### src/rtl/core/point_rigid_transform_self_filter_top_assert.svh
// Assertion macros shared by the point transform RTL.
// Both macros sample on clk and are switched off while rst_n is low.
`ifndef POINT_RIGID_TRANSFORM_SELF_FILTER_TOP_ASSERT_SVH
`define POINT_RIGID_TRANSFORM_SELF_FILTER_TOP_ASSERT_SVH

// The consequent must hold in the same cycle as the antecedent.
`define PRTSF_ASSERT_SAME(label, ante, cons, msg) \
  label: assert property (@(posedge clk) disable iff (!rst_n) (ante) |-> (cons)) \
    else $error(msg);

// The consequent must hold in the cycle after the antecedent.
`define PRTSF_ASSERT_NEXT(label, ante, cons, msg) \
  label: assert property (@(posedge clk) disable iff (!rst_n) (ante) |=> (cons)) \
    else $error(msg);

`endif

### src/rtl/core/prtsf_pkg.sv
package prtsf_pkg;

  // Field widths.
  localparam int unsigned CFG_IDX_W  = 4;
  localparam int unsigned CFG_DATA_W = 32;
  localparam int unsigned COORD_W    = 32;
  localparam int unsigned QUAT_W     = 16;
  localparam int unsigned RADIUS_W   = 31;

  // Configuration register indexes.
  typedef enum logic [CFG_IDX_W-1:0] {
    REG_QUAT_W      = 4'd0,
    REG_QUAT_X      = 4'd1,
    REG_QUAT_Y      = 4'd2,
    REG_QUAT_Z      = 4'd3,
    REG_SHIFT_X     = 4'd4,
    REG_SHIFT_Y     = 4'd5,
    REG_SHIFT_Z     = 4'd6,
    REG_SELF_RADIUS = 4'd7
  } prtsf_reg_t;

  // Reset values: identity rotation, no translation, 0.23 m radius.
  localparam logic signed [QUAT_W-1:0]   QUAT_ONE     = 16'sd16384;
  localparam logic [RADIUS_W-1:0]        RADIUS_RESET = 31'd15073;

  // Rotation and translation settings.
  typedef struct packed {
    logic signed [QUAT_W-1:0]  qw;
    logic signed [QUAT_W-1:0]  qx;
    logic signed [QUAT_W-1:0]  qy;
    logic signed [QUAT_W-1:0]  qz;
    logic signed [COORD_W-1:0] sx;
    logic signed [COORD_W-1:0] sy;
    logic signed [COORD_W-1:0] sz;
  } prtsf_xform_t;

  // One classified point as it sits in the queue.
  typedef struct packed {
    logic signed [COORD_W-1:0] px;
    logic signed [COORD_W-1:0] py;
    logic signed [COORD_W-1:0] pz;
    logic                      near;
  } prtsf_item_t;

  // Queue status seen by the front and back parts.
  typedef struct packed {
    logic full;
    logic empty;
  } prtsf_qstat_t;

endpackage

### src/rtl/core/prtsf_queue.sv
`include "point_rigid_transform_self_filter_top_assert.svh"

module prtsf_queue
  import prtsf_pkg::*;
#(
  parameter int unsigned DEPTH = 4
) (
  input  logic         clk,
  input  logic         rst_n,
  input  logic         push,
  input  prtsf_item_t  push_item,
  input  logic         pop,
  output prtsf_item_t  pop_item,
  output prtsf_qstat_t qstat
);

  localparam int unsigned PTR_W = (DEPTH > 1) ? $clog2(DEPTH) : 1;
  localparam int unsigned CNT_W = $clog2(DEPTH + 1);

  prtsf_item_t      mem_r [DEPTH];
  logic [PTR_W-1:0] wr_ptr_r;
  logic [PTR_W-1:0] rd_ptr_r;
  logic [CNT_W-1:0] cnt_r;

  assign qstat.full  = (cnt_r == CNT_W'(DEPTH));
  assign qstat.empty = (cnt_r == '0);
  assign pop_item    = mem_r[rd_ptr_r];

  // Pointers wrap at the queue depth; the count tracks occupancy.
  always_ff @(posedge clk) begin
    if (!rst_n) begin
      wr_ptr_r <= '0;
      rd_ptr_r <= '0;
      cnt_r    <= '0;
    end else begin
      if (push) begin
        wr_ptr_r <= (wr_ptr_r == PTR_W'(DEPTH - 1)) ? '0 : wr_ptr_r + 1'b1;
      end
      if (pop) begin
        rd_ptr_r <= (rd_ptr_r == PTR_W'(DEPTH - 1)) ? '0 : rd_ptr_r + 1'b1;
      end
      if (push && !pop) begin
        cnt_r <= cnt_r + 1'b1;
      end else if (pop && !push) begin
        cnt_r <= cnt_r - 1'b1;
      end
    end
  end

  // Entry storage.
  always_ff @(posedge clk) begin
    if (push) begin
      mem_r[wr_ptr_r] <= push_item;
    end
  end

  `PRTSF_ASSERT_SAME(a_no_push_full, push, !qstat.full || pop, "push into a full queue")
  `PRTSF_ASSERT_SAME(a_no_pop_empty, pop, !qstat.empty, "pop from an empty queue")
  `PRTSF_ASSERT_NEXT(a_cnt_up, push && !pop, cnt_r == $past(cnt_r) + 1'b1, "count did not grow")

endmodule

### config.mk
export PLATFORM = sky130hd
export DESIGN_NAME = prtsf_queue
export DESIGN_NICKNAME = d
export VERILOG_FILES = /design/src/rtl/core/prtsf_pkg.sv /design/src/rtl/core/prtsf_queue.sv
export VERILOG_INCLUDE_DIRS = /design/src /design/src/rtl/core
export SDC_FILE = /design/constraint.sdc
export NUM_CORES = 1
export LEC_CHECK = 0
export BUFFER_PORTS_ARGS = -buffer_cell sky130_fd_sc_hd__buf_2
export CORE_AREA = 2 2 207 209
export DETAILED_ROUTE_END_ITERATION = 8
export DIE_AREA = 0 0 209 211
export PLACE_DENSITY_LB_ADDON = 0.15
export SYNTH_ARGS = -nofsm -noshare
export SYNTH_HDL_FRONTEND = slang
export SYNTH_SLANG_ARGS = --single-unit
### constraint.sdc
create_clock -name clk -period 2.95 [get_ports clk]
set_input_delay 0.1475 -clock clk [delete_from_list [all_inputs] [get_ports clk]]
set_output_delay 0.1475 -clock clk [all_outputs]
set_load 0.005 [all_outputs]
# ---- Yosys cells after proc, flatten, opt, wreduce, memory -nomap -nowiden
# Memories as Yosys holds them, arrays and structs flattened. A register that Yosys moved wholly into a read port is not among the register bits.
# Index checks and enable logic that the tools add are counted.
dict set report totals {
  ramBits 388
  reg_bits 7
  wordCells 25
  inputBits 101
  memories 1
}
# memory words word_bits read_ports rd_ports_with_merged_regs write_ports line_no
set mem_list {}
lappend mem_list {mem_r 4 97 1 1 1 prtsf_queue.sv:20} ;# prtsf_item_t mem_r [DEPTH];
dict set report classes {
  add_sub_neg 4
  n_eq_ne 3
  mux 8
  reduce_logical 6
}
# op count
set ops {}
lappend ops {{two-way mux 2 bit} 4}
lappend ops {{two-way mux 3 bit} 2}
lappend ops {{adder 2 x 1 -> 2 bit, second input constant} 2}
lappend ops {{== test 2 bit, second input constant} 2}
lappend ops {{adder 3 x 1 -> 3 bit, second input constant} 1}
lappend ops {{== test 3 bit, second input constant} 1}
lappend ops {{logical NOT 3 bit} 1}
lappend ops {{subtractor 3 x 1 -> 3 bit, second input constant} 1}
lappend ops {{logical AND 1 bit} 2}
lappend ops {{logical NOT 1 bit} 2}
lappend ops {{two-way mux 1 bit} 2}
lappend ops {{nonzero test 2 bit} 1}

# ---- Logic depth before layout (Yosys ltp)
dict set report depth {
  ltp_word 4
  depth_mapped 7
  ltp_nobuf 7
}

# ---- Worst setup path after synthesis
# OpenSTA, ideal clock, no wires.
dict set report synth_path {
  kind {register -> register}
  startpoint {register wr_ptr_r[0]}
  endpoint {memory mem_r[3][0] (netlist bit), enable pin}
  path_stages_with_launch 3
  path_buffers 0
  setup_ns 0.466
  t_arrival_ns 2.790
  slack_ns -0.306
  cell_sequence {dfxtp_1 > ha_1 > and2_1}
}
# element line_no
set synth_lines {}
lappend synth_lines {{start: declaration} prtsf_queue.sv:21} ;# logic [PTR_W-1:0] wr_ptr_r;
lappend synth_lines {{start signal: assignment} prtsf_queue.sv:37} ;# wr_ptr_r <= (wr_ptr_r == PTR_W'(DEPTH - 1)) ? '0 : wr_ptr_r + 1'b1;
lappend synth_lines {{end: declaration} prtsf_queue.sv:20}
# No word-level cell before the write port.

==> run_results.csv <==
group,metric,value,unit
final_layout,post-route-util,44.6,%
logic_synthesis,synthCells,551,
logic_synthesis,synth_top_cell_area_share,80.7,%
floorplanning,start_util,34.6,%
floorplanning,fp-row-count,75,
logic_synthesis,synth_area,14400,sq um
logic_synthesis,synth-edff-count,388,
placement,place_inst,1283,
setup_path,startpoint_type,"flip-flop",
detailed_routing,drt-pass1-iter-count,4,
detailed_routing,drt-initial-drc-count,394,
setup_path,required,2.80,ns
timing,slew_violations,0,
placement,place_hpwl,18.4,mm
setup_path,crit_slowest_cell,"mux4_2",
final_layout,post-route-cell-area,18600,sq um
logic_synthesis,ys_seq_elements,397,
timing,setup_viol,0,
logic_synthesis,synthesis.nets,659,
grt,track_usage,14.0,%
power_and_ir_drop,p_total,12.9,mW
final_layout,drive_gt1_share,41.2,%
logic_synthesis,synth-main-ff-cell,"edfxtp_1",
flow_run,max-cap-violations,0,
logic_synthesis,synth_cell_types,22,
clock_network,clkLatencyLatePin,0.56,ns
clock_network,cts_tree,"yes",
power_and_ir_drop,power_leakage,6.31,nW
timing,finalHoldViolations,0,
timing,holdWs,0.332,ns
floorplanning,design.core.area,41800,sq um
floorplanning,die_w,209,um
grt,grt_max_degree,52,
grt,grtUsageMet1,18.0,%
final_layout,fillCellCount,3563,
timing,skew,0.0151,ns
timing,fin_crit,2.37,ns
clock_network,cts_resized,0,
power_and_ir_drop,clkPwrFrac,40.9,%
timing,fmax,421,MHz
logic_synthesis,yosysTopAreaCell,"edfxtp_1",
grt,grt-busiest-layer,"met2",
logic_synthesis,yosysSeqAreaShare,81.9,%
setup_path,critPathKind,"flip-flop to output port",
placement,placed_area,16200,sq um
setup_path,max_stage_delay,0.61,ns
detailed_routing,antenna_left,0,
detailed_routing,drc,0,
clock_network,cts-htree-levels,2,
grt,grt_pass1_vias,7771,
placement,dp_slack,1.06,ns
detailed_routing,avgViaCountPerCell,4.79,
logic_synthesis,avgSynthCellArea,26.2,sq um
logic_synthesis,synth.most_common_cell,"edfxtp_1",
logic_synthesis,ys.warnings.count,0,
detailed_routing,avgRoutedWirePerCell,20.9,um
setup_path,worstPathArrival,2.23,ns
power_and_ir_drop,p_comb_share,8.5,%
clock_network,cts_buffer_depth,3,
timing,fin_crit_sh,80.5,%
grt,antenna_found_initial,2,
grt,overflow,0,
grt,grt_pass1_wl,45.9,mm
setup_path,cp-end-kind,"output port",
timing,setup_slack,0.575,ns
logic_synthesis,synth_common_cells,"388 x edfxtp_1, 97 x mux4_2, 11 x buf_2, 9 x dfxtp_1",
timing,tns,0,ns
detailed_routing,drt-total-wl,30.5,mm
timing,relSlewSlack,62.5,%
power_and_ir_drop,p_int,10.2,mW
power_and_ir_drop,p_sw,2.74,mW
clock_network,clock_sinks,397,
final_layout,layout.cells.non_filler,1463,
timing,rsz0062_at_grt,"false",
floorplanning,dieArea,44100,sq um
grt,grt.met3_usage,3.61,%
timing,worst_pin_slew,0.563,ns
placement,portBuffers,199,
power_and_ir_drop,netSwitchingFraction,21.2,%
clock_network,cts_made_buffers,43,
placement,gp_congestion,0.696,
power_and_ir_drop,peakVddDrop,0.387,mV
power_and_ir_drop,seq_power_share,50.6,%
logic_synthesis,synthTopCellsByArea,"edfxtp_1 81%, mux4_2 15%, dfxtp_1 1.2%, ha_1 0.52%, buf_8 0.42%",
power_and_ir_drop,pwr_density_cell,695,nW/um^2
final_layout,syn_to_final_growth,28.9,%
grt,met2_usage,23.0,%
clock_network,clk_pin_slew_worst_paths,0.06,ns
setup_path,path_cells,"buf_12, mux4_2, buf_2",
logic_synthesis,async_flop_share,0,%
setup_path,crit_path_max_fanout,51,
hold_path,hold_class,"input pin to flip-flop",
final_layout,layout.nets,998,
floorplanning,io_pins,200,
detailed_routing,num_vias,7002,
floorplanning,die_y,211,um
clock_network,cts_root_buffer,"clkbuf_16",
outcome,outcome,"finished clean",
## path summary, 6_finish.rpt
check | end | slack (ns) | startpoint | cells past startpoint
worst max-delay path | pop_item[10] | 0.58 | flip-flop | 3
worst min-delay path | mem_r[3][44]$_DFFE_PP_ | 0.33 | push_item[44] | 2
worst max register to register | mem_r[3][31]$_DFFE_PP_ | 1.08 | wr_ptr_r[0]$_SDFFE_PN0P_ | 3
worst min register to register | flip-flop | 0.54 | rd_ptr_r[1]$_SDFFE_PN0P_ | 2
## worst max-delay path: cells and delay by family, from the launching register on
kind                   cells  cell delay (ns)
buffers and inverters      2             0.55
DFF                        1             0.48
muxes                      1             0.61
## placed cells by master (no fill, tap or decap), types with 6 or more instances in the layout
master	count
clkinv_2	8
clkbuf_1	6
buf_12	8
buf_4	8
ha_1	6
mux4_2	97
clkbuf_16	44
clkinv_1	9
edfxtp_1	388
buf_2	199
dfxtp_1	7
dlygate4sd3_1	101
## cell families (layout without fill, tap and decap cells)
group / Yosys count / count (layout) / share of synthesized area [%]
and+or+nand+nor: 15 / 15 / 0.624
muxes: 101 / 101 / 15.4
AOI/OAI and AO/OA: 3 / 3 / 0.139
adders and majority gates: 7 / 7 / 0.658
buffers and inverters: 26 / 397 / 1.13
DFF: 397 / 397 / 81.9
xor gates and xnor gates: 2 / 2 / 0.121
other: 0 / 2 / 0
## metal layers
| layer | vias up | share of wire [%] |
|---|---|---|
| li1 | 3065 | - |
| met1 | 3697 | 44 |
| met2 | 200 | 49 |
| met3 | 40 | 5.9 |
| met4 | 0 | 2.0 |
| met5 | - | 0 |
## registers in the layout, indices dropped and copies added (netlist names), named ones only
register / count
rd_ptr_r: 2
mem_r: 388
wr_ptr_r: 2
cnt_r: 3
## cell type report
type / instances / area (sq um) / share of cell area, %
repair buffers: 316 / 2230 / 12.0
inverters: 4 / 15.0 / 0.0807
well taps: 539 / 674 / 3.62
flip-flops and latches: 397 / 11800 / 63.6
diodes: 2 / 5.00 / 0.0269
multi-input cells: 128 / 2460 / 13.2
clock inverters: 27 / 273 / 1.47
clock buffers: 50 / 1120 / 6.04
## what timing repair did
action | CTS | global route
hold endpoints to repair | 397 | 0
buffers inserted | 0 | 0
hold buffers | 101 | 0
## power groups by stage
stage          clock (mW)  combinational [mW]  sequential (mW)
6_report             5.29                1.10             6.54
3_3_place_gp            0               0.996             6.65
5_1_grt              5.65                1.20             6.56
2_1_floorplan           0               0.535             6.63
4_1_cts              5.45                1.13             6.55
3_5_place_dp            0                1.02             6.67
Power figures use the tool's default switching activity.
